**src/rtl/ssparse_pkg.sv**
```systemverilog
// Shared types and character constants for the size string parser.
`default_nettype none

package ssparse_pkg;

  localparam int unsigned CHAR_W  = 8;
  localparam int unsigned VALUE_W = 64;

  localparam logic [CHAR_W-1:0] CH_NUL    = 8'h00;
  localparam logic [CHAR_W-1:0] CH_ZERO   = 8'h30;
  localparam logic [CHAR_W-1:0] CH_NINE   = 8'h39;
  localparam logic [CHAR_W-1:0] CH_UP_A   = 8'h41;
  localparam logic [CHAR_W-1:0] CH_UP_Z   = 8'h5a;
  localparam logic [CHAR_W-1:0] CH_CASE   = 8'h20;
  localparam logic [CHAR_W-1:0] CH_LO_B   = 8'h62;
  localparam logic [CHAR_W-1:0] CH_LO_G   = 8'h67;
  localparam logic [CHAR_W-1:0] CH_LO_I   = 8'h69;
  localparam logic [CHAR_W-1:0] CH_LO_K   = 8'h6b;
  localparam logic [CHAR_W-1:0] CH_LO_M   = 8'h6d;

  localparam int unsigned SHIFT_K = 10;
  localparam int unsigned SHIFT_M = 20;
  localparam int unsigned SHIFT_G = 30;

  // Registered character waiting for the parser.
  typedef struct packed {
    logic              valid;
    logic [CHAR_W-1:0] ch;
  } ch_req_t;

  // Result request from the parser to the output register.
  typedef struct packed {
    logic               push;
    logic [VALUE_W-1:0] value;
    logic               status;
  } res_req_t;

endpackage

`default_nettype wire

```
**src/rtl/ssparse_if.sv**
```systemverilog
// Valid/ready channel interfaces for characters and results.
`default_nettype none

interface ssparse_ch_if;
  import ssparse_pkg::*;
  logic              valid;
  logic              ready;
  logic [CHAR_W-1:0] ch;

  modport source (output valid, output ch, input ready);
  modport sink   (input valid, input ch, output ready);
endinterface

interface ssparse_res_if;
  import ssparse_pkg::*;
  logic               valid;
  logic               ready;
  logic [VALUE_W-1:0] value;
  logic               status;

  modport source (output valid, output value, output status, input ready);
  modport sink   (input valid, input value, input status, output ready);
endinterface

`default_nettype wire

```
**src/rtl/ssparse_in_stage.sv**
```systemverilog
// Input register for incoming characters.
`default_nettype none

module ssparse_in_stage
  import ssparse_pkg::*;
(
  input  wire logic   clk_i,
  input  wire logic   rst_ni,
  ssparse_ch_if.sink  in_i,
  input  wire logic   consume_i,
  output ch_req_t     req_o
);

  logic              valid_q;
  logic [CHAR_W-1:0] ch_q;

  assign in_i.ready = !valid_q || consume_i;
  assign req_o      = '{valid: valid_q, ch: ch_q};

  always_ff @(posedge clk_i or negedge rst_ni) begin
    if (!rst_ni) begin
      valid_q <= 1'b0;
    end else if (in_i.valid && in_i.ready) begin
      valid_q <= 1'b1;
    end else if (consume_i) begin
      valid_q <= 1'b0;
    end
  end

  always_ff @(posedge clk_i) begin
    if (in_i.valid && in_i.ready) begin
      ch_q <= in_i.ch;
    end
  end

endmodule

`default_nettype wire

```
**src/rtl/ssparse_core.sv**
```systemverilog
// Parser state and per-character update.
`default_nettype none

module ssparse_core
  import ssparse_pkg::*;
(
  input  wire logic     clk_i,
  input  wire logic     rst_ni,
  input  wire ch_req_t  req_i,
  input  wire logic     slot_free_i,
  output logic          consume_o,
  output res_req_t      res_o
);

  typedef enum logic [2:0] {
    PH_DIGITS,
    PH_UNIT,
    PH_SFX_I,
    PH_SFX_B,
    PH_ERROR
  } phase_e;

  phase_e             phase_q, phase_d;
  logic [VALUE_W-1:0] acc_q, acc_d;
  logic               is_nul;
  logic [CHAR_W-1:0]  lc;
  logic [3:0]         digit;

  assign is_nul = (req_i.ch == CH_NUL);
  // A zero byte waits until the output register can take its result.
  assign consume_o = req_i.valid && (!is_nul || slot_free_i);

  assign res_o.push   = consume_o && is_nul;
  assign res_o.status = (phase_q == PH_ERROR);
  assign res_o.value  = (phase_q == PH_ERROR) ? '0 : acc_q;

  // ASCII '0'..'9' carry the digit in the low nibble
  assign digit = req_i.ch[3:0];

  always_comb begin
    lc = req_i.ch;
    if (req_i.ch inside {[CH_UP_A:CH_UP_Z]}) begin
      lc = req_i.ch | CH_CASE;
    end
  end

  always_comb begin
    phase_d = phase_q;
    acc_d   = acc_q;
    if (is_nul) begin
      phase_d = PH_DIGITS;
      acc_d   = '0;
    end else begin
      case (phase_q)
        PH_DIGITS: begin
          if (req_i.ch inside {[CH_ZERO:CH_NINE]}) begin
            // n*10 as n*8 + n*2, then the digit
            acc_d = {acc_q[VALUE_W-4:0], 3'b000} + {acc_q[VALUE_W-2:0], 1'b0}
                  + {{(VALUE_W-4){1'b0}}, digit};
          end else if (lc == CH_LO_G) begin
            acc_d   = acc_q << SHIFT_G;
            phase_d = PH_UNIT;
          end else if (lc == CH_LO_M) begin
            acc_d   = acc_q << SHIFT_M;
            phase_d = PH_UNIT;
          end else if (lc == CH_LO_K) begin
            acc_d   = acc_q << SHIFT_K;
            phase_d = PH_UNIT;
          end else begin
            phase_d = PH_ERROR;
          end
        end
        PH_UNIT: begin
          if (lc == CH_LO_I) begin
            phase_d = PH_SFX_I;
          end else if (lc == CH_LO_B) begin
            phase_d = PH_SFX_B;
          end else begin
            phase_d = PH_ERROR;
          end
        end
        PH_SFX_I: begin
          phase_d = (lc == CH_LO_B) ? PH_SFX_B : PH_ERROR;
        end
        default: begin
          phase_d = PH_ERROR;
        end
      endcase
    end
  end

  always_ff @(posedge clk_i or negedge rst_ni) begin
    if (!rst_ni) begin
      phase_q <= PH_DIGITS;
      acc_q   <= '0;
    end else if (consume_o) begin
      phase_q <= phase_d;
      acc_q   <= acc_d;
    end
  end

  // End of string always restarts the parse from a clean accumulator.
  a_restart: assert property (@(posedge clk_i) disable iff (!rst_ni)
    res_o.push |=> (phase_q == PH_DIGITS) && (acc_q == '0))
    else $error("parser did not restart after end of string");

  // An error stays latched until the zero byte.
  a_err_latched: assert property (@(posedge clk_i) disable iff (!rst_ni)
    (phase_q == PH_ERROR) && !res_o.push |=> (phase_q == PH_ERROR))
    else $error("error phase left without end of string");

  // Nothing moves while no character is taken.
  a_hold: assert property (@(posedge clk_i) disable iff (!rst_ni)
    !consume_o |=> $stable(acc_q) && $stable(phase_q))
    else $error("parser state changed without a character");

endmodule

`default_nettype wire

```
**src/rtl/ssparse_out_stage.sv**
```systemverilog
// Result register toward the downstream sink.
`default_nettype none

module ssparse_out_stage
  import ssparse_pkg::*;
(
  input  wire logic     clk_i,
  input  wire logic     rst_ni,
  input  wire res_req_t res_i,
  output logic          slot_free_o,
  ssparse_res_if.source out_o
);

  logic               valid_q;
  logic [VALUE_W-1:0] value_q;
  logic               status_q;

  assign slot_free_o  = !valid_q || out_o.ready;
  assign out_o.valid  = valid_q;
  assign out_o.value  = value_q;
  assign out_o.status = status_q;

  always_ff @(posedge clk_i or negedge rst_ni) begin
    if (!rst_ni) begin
      valid_q <= 1'b0;
    end else if (res_i.push) begin
      valid_q <= 1'b1;
    end else if (out_o.ready) begin
      valid_q <= 1'b0;
    end
  end

  always_ff @(posedge clk_i) begin
    if (res_i.push) begin
      value_q  <= res_i.value;
      status_q <= res_i.status;
    end
  end

  // A new result never overwrites one that has not been taken.
  a_no_overwrite: assert property (@(posedge clk_i) disable iff (!rst_ni)
    res_i.push |-> (!valid_q || out_o.ready))
    else $error("result overwritten before it was taken");

  // A malformed string reports a zero count.
  a_err_value: assert property (@(posedge clk_i) disable iff (!rst_ni)
    valid_q && status_q |-> (value_q == '0))
    else $error("error result carries a nonzero value");

endmodule

`default_nettype wire

```
**src/rtl/size_suffix_string_parser.sv**
```systemverilog
// Top level of the size string parser: input register, parser, result register.
//
//  channel | dir | payload            | request moved
//  --------+-----+--------------------+---------------------------------------
//  in_i    | in  | ch[7:0]            | one character, zero byte ends a string
//  out_o   | out | value[63:0], status| one result per zero byte
//
// Rate: one character per cycle unless a zero byte waits on a full result
//   register; results are registered. The rate is set by the accumulator
//   update, one multiply-by-ten-and-add or constant shift per cycle.
// Reset: rst_ni clears both valid flags, the phase and the accumulator.
// Stalls: a stalled result holds its zero byte in the input register; other
//   characters keep flowing while the result register is full.
`default_nettype none

module size_suffix_string_parser
  import ssparse_pkg::*;
(
  input  wire logic     clk_i,
  input  wire logic     rst_ni,
  ssparse_ch_if.sink    in_i,
  ssparse_res_if.source out_o
);

  ch_req_t  ch_req;
  res_req_t res_req;
  logic     consume;
  logic     slot_free;

  // Character register; released when the parser takes the character.
  ssparse_in_stage u_in (
    .clk_i     (clk_i),
    .rst_ni    (rst_ni),
    .in_i      (in_i),
    .consume_i (consume),
    .req_o     (ch_req)
  );

  // Phase and accumulator; emits a result request on the zero byte.
  ssparse_core u_core (
    .clk_i       (clk_i),
    .rst_ni      (rst_ni),
    .req_i       (ch_req),
    .slot_free_i (slot_free),
    .consume_o   (consume),
    .res_o       (res_req)
  );

  // Result register; frees its slot in the cycle the sink takes it.
  ssparse_out_stage u_out (
    .clk_i       (clk_i),
    .rst_ni      (rst_ni),
    .res_i       (res_req),
    .slot_free_o (slot_free),
    .out_o       (out_o)
  );

endmodule

`default_nettype wire
```
**src/flat_wrapper.sv**
```systemverilog
// flat-port wrapper written by rule: the top's interface ports become plain ports
module size_suffix_string_parser_flat import ssparse_pkg::*;
  (clk_i, rst_ni, in_i_valid, in_i_ch, in_i_ready, out_o_valid, out_o_value, out_o_status, out_o_ready);
  ssparse_ch_if in_i_i ();
  ssparse_res_if out_o_i ();
  input  wire logic clk_i;
  input  wire logic rst_ni;
  input wire logic [$bits(in_i_i.valid)-1:0] in_i_valid;
  input wire logic [$bits(in_i_i.ch)-1:0] in_i_ch;
  output wire logic [$bits(in_i_i.ready)-1:0] in_i_ready;
  output wire logic [$bits(out_o_i.valid)-1:0] out_o_valid;
  output wire logic [$bits(out_o_i.value)-1:0] out_o_value;
  output wire logic [$bits(out_o_i.status)-1:0] out_o_status;
  input wire logic [$bits(out_o_i.ready)-1:0] out_o_ready;
  assign in_i_i.valid = in_i_valid;
  assign in_i_i.ch = in_i_ch;
  assign in_i_ready = in_i_i.ready;
  assign out_o_valid = out_o_i.valid;
  assign out_o_value = out_o_i.value;
  assign out_o_status = out_o_i.status;
  assign out_o_i.ready = out_o_ready;
  size_suffix_string_parser u_core (.clk_i(clk_i), .rst_ni(rst_ni), .in_i(in_i_i), .out_o(out_o_i));
endmodule
```
**config.mk**
```make
export PLATFORM = sky130hd
export DESIGN_NAME = size_suffix_string_parser_flat
export DESIGN_NICKNAME = d
export VERILOG_FILES = /design/src/rtl/ssparse_pkg.sv /design/src/rtl/ssparse_if.sv /design/src/rtl/ssparse_in_stage.sv /design/src/rtl/ssparse_core.sv /design/src/rtl/ssparse_out_stage.sv /design/src/rtl/size_suffix_string_parser.sv /design/src/flat_wrapper.sv
export SDC_FILE = /design/constraint.sdc
export NUM_CORES = 1
export LEC_CHECK = 0
export ABC_AREA = 1
export BUFFER_PORTS_ARGS = -buffer_cell sky130_fd_sc_hd__buf_2
export CORE_MARGIN = 2
export CORE_UTILIZATION = 43
export DETAILED_ROUTE_END_ITERATION = 8
export GPL_TIMING_DRIVEN = 0
export PLACE_DENSITY = 0.69
export SLEW_MARGIN = 25
export SYNTH_ARGS = -nofsm -noshare
export SYNTH_HDL_FRONTEND = slang
export SYNTH_SLANG_ARGS = --single-unit
```
**constraint.sdc**
```tcl
create_clock -name clk_i -period 8.6 [get_ports clk_i]
set_input_delay 1.29 -clock clk_i [delete_from_list [all_inputs] [get_ports clk_i]]
set_output_delay 1.29 -clock clk_i [all_outputs]
set_load 0.02 [all_outputs]
```
## After elaboration in Yosys (flattened, before gate mapping)

Index checks and enable logic that the tools add are counted.

| operators by class | value |
|---|---|
| add/sub/neg operators | 2 |
| multiply operators | 0 |
| div/mod/pow operators | 0 |
| magnitude comparators | 4 |
| equal/unequal tests | 9 |
| shift operators | 0 |
| mux-type cells | 19 |
| bitwise gates (word level) | 0 |
| reduce and logical (&&, ||, !) cells | 19 |

Operator list:

| kind | count |
|---|---|
| $mux W64 | 6 |
| $add A64 B4 Y64 | 1 |
| $add A64 B64 Y64 | 1 |
| $eq A8 B7 Y1 const B | 5 |
| $mux W3 | 7 |
| $pmux W3 S3 | 1 |
| $ge A8 B6 Y1 const B | 1 |
| $ge A8 B7 Y1 const B | 1 |
| $le A8 B6 Y1 const B | 1 |
| $le A8 B7 Y1 const B | 1 |
| $logic_not A8 Y1 | 1 |
| $mux W6 | 1 |
| $reduce_bool A2 Y1 | 3 |
| $logic_and A1 B1 Y1 | 5 |
| $reduce_bool A5 Y1 | 1 |
| $mux W1 | 4 |
| $eq A3 B1 Y1 const B | 1 |
| $eq A3 B2 Y1 const B | 1 |
| $eq A3 B3 Y1 const B | 1 |
| $logic_not A1 Y1 | 3 |
| $logic_not A3 Y1 | 1 |
| $logic_or A1 B1 Y1 | 3 |
| $ne A3 B3 Y1 const B | 1 |
| $reduce_and A3 Y1 | 1 |
| $reduce_and A2 Y1 | 1 |

| storage, ports and cells | value |
|---|---|
| register bits | 142 |
| bits in latches | 0 |
| bits in writable memories | 0 |
| memory bits (read-only) | 0 |
| bits of input ports | 12 |
| output and inout port bits | 67 |
| logic and storage cells | 60 |
| memories kept | 0 |

## Logic depth before layout (Yosys ltp)

| depth | value |
|---|---|
| depth in word-level cells | 10 |
| mapped depth | 18 |
| mapped depth without buffers | 18 |

## By module

From an unflattened synthesis, not the netlist that was laid out.

| second synthesis, totals | value |
|---|---|
| cells, all modules | 1923 |
| area, all modules | 12871.1 µm² |

Modules (own cells, without submodules):

| module | times used | cells an instance | area each (µm²) |
|---|---|---|---|
| ssparse_core | 1 | 1838 | 10581.4 |
| ssparse_out_stage | 1 | 70 | 1996.9 |
| ssparse_in_stage | 1 | 15 | 292.8 |

## Worst setup path after synthesis

No wires, ideal clock.

| timing path | value |
|---|---|
| path kind | input -> register |
| start | input port out_o_ready |
| end | register u_core.u_out.status_q (netlist: u_core.u_out.out_o.status) (enable) |
| arrival time | 3.008 ns |
| setup slack | 5.173 ns |
| stages | 4 |
| buffers on the path | 0 |
| cells stage by stage | nor2_1 a21oi_1 nand2_1 inv_1 |

RTL lines:

| what | line | RTL |
|---|---|---|
| from (decl) | flat_wrapper.sv:14 | `input wire logic [$bits(out_o_i.ready)-1:0] out_o_ready;` |
| to (signal assigned) | ssparse_out_stage.sv:36 | `status_q <= res_i.status;` |
| to (decl) | ssparse_out_stage.sv:16 | `logic status_q;` |

## Worst setup path in the final report

| timing path | value |
|---|---|
| start | register u_core.u_in.ch_q[2] |
| end | output port in_i_ready |

| between the ends | value |
|---|---|
| cells in the longest elaborated chain, start to end | 5 |

Ends and longest elaborated chain:

| what | line | RTL |
|---|---|---|
| from (decl) | ssparse_in_stage.sv:15 | `logic [CHAR_W-1:0] ch_q;` |
| from (signal assigned) | ssparse_in_stage.sv:32 | `ch_q <= in_i.ch;` |
| $logic_not A8 Y1 | ssparse_core.sv:29 | `assign is_nul = (req_i.ch == CH_NUL);` |
| $logic_not A1 Y1 | ssparse_core.sv:31 | `assign consume_o = req_i.valid && (!is_nul \|\| slot_free_i);` |
| $logic_or A1 B1 Y1 | ssparse_core.sv:31 |  |
| $logic_and A1 B1 Y1 | ssparse_core.sv:31 |  |
| $logic_or A1 B1 Y1 | ssparse_in_stage.sv:17 | `assign in_i.ready = !valid_q \|\| consume_i;` |
| to (decl) | flat_wrapper.sv:10 | `output wire logic [$bits(in_i_i.ready)-1:0] in_i_ready;` |

No other way between the ends.

==> metrics <==
outcome=completed; crit path DAT=2.65 ns; initial antenna violation count=0; post-route ant nets=0; Pins Over Slew Limit=0; DRC Markers=0; Starting Density=~44%; top cells by area, synth=edfxtp_1, nand2_1, dfrtp_1, ha_1, inv_1; drt initial violations=~1500; cell area after synthesis=approximately 0.013 sq mm; final worst path period share=45.80%; CTS Buf Count=17; sw power=~0.0033 W; area of the multi-input gates=approximately 0.0073 sq mm; critical path required time=about 7.3 ns; fmax=approximately 0.25 GHz; die footprint=a little over 0.03 sq mm; FF+latch area=0.003919 sq mm; CTS root buffer=clkbuf_16; post-detail-place hpwl=between 30 and 40 mm; Die Ht=between 150 and 200 um; Cell Chain, Critical Path=nor2_1 -> nand3_2 -> nor3_2 -> clkbuf_1 -> nand3_1 -> buf_2; drt pass-1 iters=5; slew margin rel.=approximately 38%; most common cell in the netlist=nand2_1; Yosys warning total=0; CTS tree=built; min cycle time layout=3.938 ns; Post-CTS Setup Inserts=0; VDD IR max=0.1463 mV; Slowest cell on crit path=edfxtp_1; H-tree depth=4; io pins=just under 80; CTS clk-pin slew, worst paths=0.06 ns; layout cells sized above 1=about 7.3%; # fillers=2940; vias in the first global route=between 10000 and 15000; Buffers on Ports=78; Post-Layout Cell Count=about 2400; Netlist cell types=40; Via Count=between 10000 and 15000; fin nets=between 2000 and 2500; ANT cells=0; die width=between 150 and 200 um; Hold Crit Class=reg -> reg; Placed Instances=2380; syn_area_per_cell=6.645 sq um; Setup Skew=between 0.01 and 0.015 ns; combinational power share=about two thirds; CP Launch Type=flop; DR vias/cell=between 5 and 6; Synth async-reset ratio=approximately 49%; P per Cell Area=around 420 mW/mm^2; Critical Path Fanout Max=10; slowest stage delay, CP=~0.50 ns; Area Overhead vs Synth=11.86%; Syn Nets=about 2000; top post-synthesis cells by count=nand2_1, inv_1, nor2_1; Cell Int Power=around 0.0026 W; max-cap violations=0; RSZ-0062 raised after global routing=no; net switching fraction of the power=56.26%; Sequential Power Share=roughly a fifth; WL per Instance=19.17 um; Std-Cell Core Area=between 0.02 and 0.03 sq mm; worst skew pair latency=between 0.4 and 0.5 ns; area leader, netlist=edfxtp_1; # rows=62; #FFs+latches synth=around 140; Pleak=~7.4 nW; worst-case clock buffer depth=2; share of the synthesized area in the top cell type=~17%; Crit Path Class=reg -> out; GRT overflow=0; Fin Setup TNS=0 ns; routability congestion estimate=roughly 1.0; Setup violations, final=0; first-pass GRT wire length=70.28 mm; drt total wl=46.25 mm; sequential area share after synthesis=roughly 31%; post-cts resize count=0; Sink Count=between 100 and 150; Hold Violations, Final=0; clock share of power=12.4%; Total Routing Usage GR=~30%; Worst-Margin Slew=between 0.9 and 1 ns; EDFF count, synth=73; ys flop type=edfxtp_1; largest net degree at the start of global routing=57; Post-Synthesis Cells=between 1500 and 2000; hold buffers post-CTS=0; Worst Setup End Kind=output pin
power by group through the flow:
stage | sequential, W | combinational (W) | clock, W
after floorplan | 0.00100 | 0.00284 | 0
after global placement | 0.00114 | 0.00388 | 0
after detailed placement | 0.00114 | 0.00394 | 0
after CTS | 0.00113 | 0.00396 | 0.000739
after global routing | 0.00115 | 0.00455 | 0.000764
final | 0.00116 | 0.00406 | 0.000737
critical path: cells and delay by family (launching register included):
family / cells / cell delay [ns]
AND/OR/NAND/NOR: 4 / 1.00
buffers and inverters: 2 / 0.71
flip-flops: 1 / 0.50
area by class of cell:
type                            count  share of cell area, %
Buffer                             49                  1.862
Multi-Input combinational cell   1404                  51.52
Clock inverter                     14                  1.054
Inverter                          321                  8.513
Clock buffer                       18                  3.013
Tap cell                          384                  3.373
Sequential cell                   142                  27.51
Timing Repair Buffer               80                  3.145
path summary, 6_finish.rpt:
| kind | from | slack, ns | cells past startpoint | end |
|---|---|---|---|---|
| worst min register to register | u_core.u_core.acc_q[63] | 0.53 | 2 | u_core.u_core.acc_q[63] |
| max in group asynchronous | rst_ni | 7.24 | 2 | u_core.u_out.out_o.valid |
| worst min-delay path | u_core.u_core.acc_q[63] | 0.53 | 2 | u_core.u_core.acc_q[63] |
| worst max-delay path | u_core.u_in.ch_q[2] | 4.66 | 6 | in_i_ready |
| min in group asynchronous | rst_ni | 0.76 | 1 | u_core.u_core.acc_q[53] |
| worst max register to register | u_core.u_core.acc_q[2] | 4.93 | 16 | u_core.u_core.acc_q[56] |
cells in the final DEF (no fill, tap or decap), types with 8 or more instances in the layout:
cell / n
nand3_1: 115
nor3_1: 14
dfrtp_1: 69
nand2_1: 574
buf_6: 8
clkbuf_16: 17
clkbuf_1: 26
inv_1: 314
o211ai_1: 58
edfxtp_1: 73
o21bai_1: 14
a21oi_1: 119
buf_2: 85
o21ai_0: 69
o31ai_1: 10
nor2_1: 222
xor2_1: 9
o21ai_1: 30
ha_1: 122
nand4_1: 14
sequential cells by signal (all words and copies together), names as in the netlist:
register and count:
u_core.u_core.acc_q 64, u_core.u_in.ch_q 8, u_core.u_in.valid_q 1, u_core.u_core.phase_q 3, u_core.u_out.out_o.value 64, u_core.u_out.out_o.status 1
u_core.u_out.out_o.valid 1
metal layers:
metal / global-route usage, % / share of wire (%) / up-vias
met4: 11.02 / 3.1 / 0
met1: 43.85 / 45 / 6187
met5: 0 / 0 / -
met2: 46.14 / 43 / 624
li1: - / - / 6385
met3: 3.531 / 9.4 / 94
stage by stage:
step | hold WS [ns] | power [W] | area (sq um) | setup slack, ns | utilization, %
2_1_floorplan | 0.4488 | 0.003838 | 12730 | 5.173 | -
6_report | 0.5301 | 0.005954 | 14240 | 4.662 | 49.22
3_3_place_gp | 0.4714 | 0.005021 | 13600 | 4.624 | 47.01
3_5_place_dp | 0.5194 | 0.005086 | 13660 | 5.056 | 47.22
5_1_grt | 0.5552 | 0.006465 | 14240 | 4.571 | 49.22
4_1_cts | 0.5330 | 0.005833 | 14240 | 4.727 | 49.22
cells by family after synthesis:
group / after synthesis / share of synthesized area, %
buffers and inverters: 370 / 11.59
DFF: 142 / 30.78
adders and majority gates: 124 / 12.30
and+or+nand+nor: 959 / 30.55
xor gates and xnor gates: 15 / 1.032
AOI/OAI and AO/OA: 306 / 13.75
No activity file was read; power rests on OpenSTA's default activity.
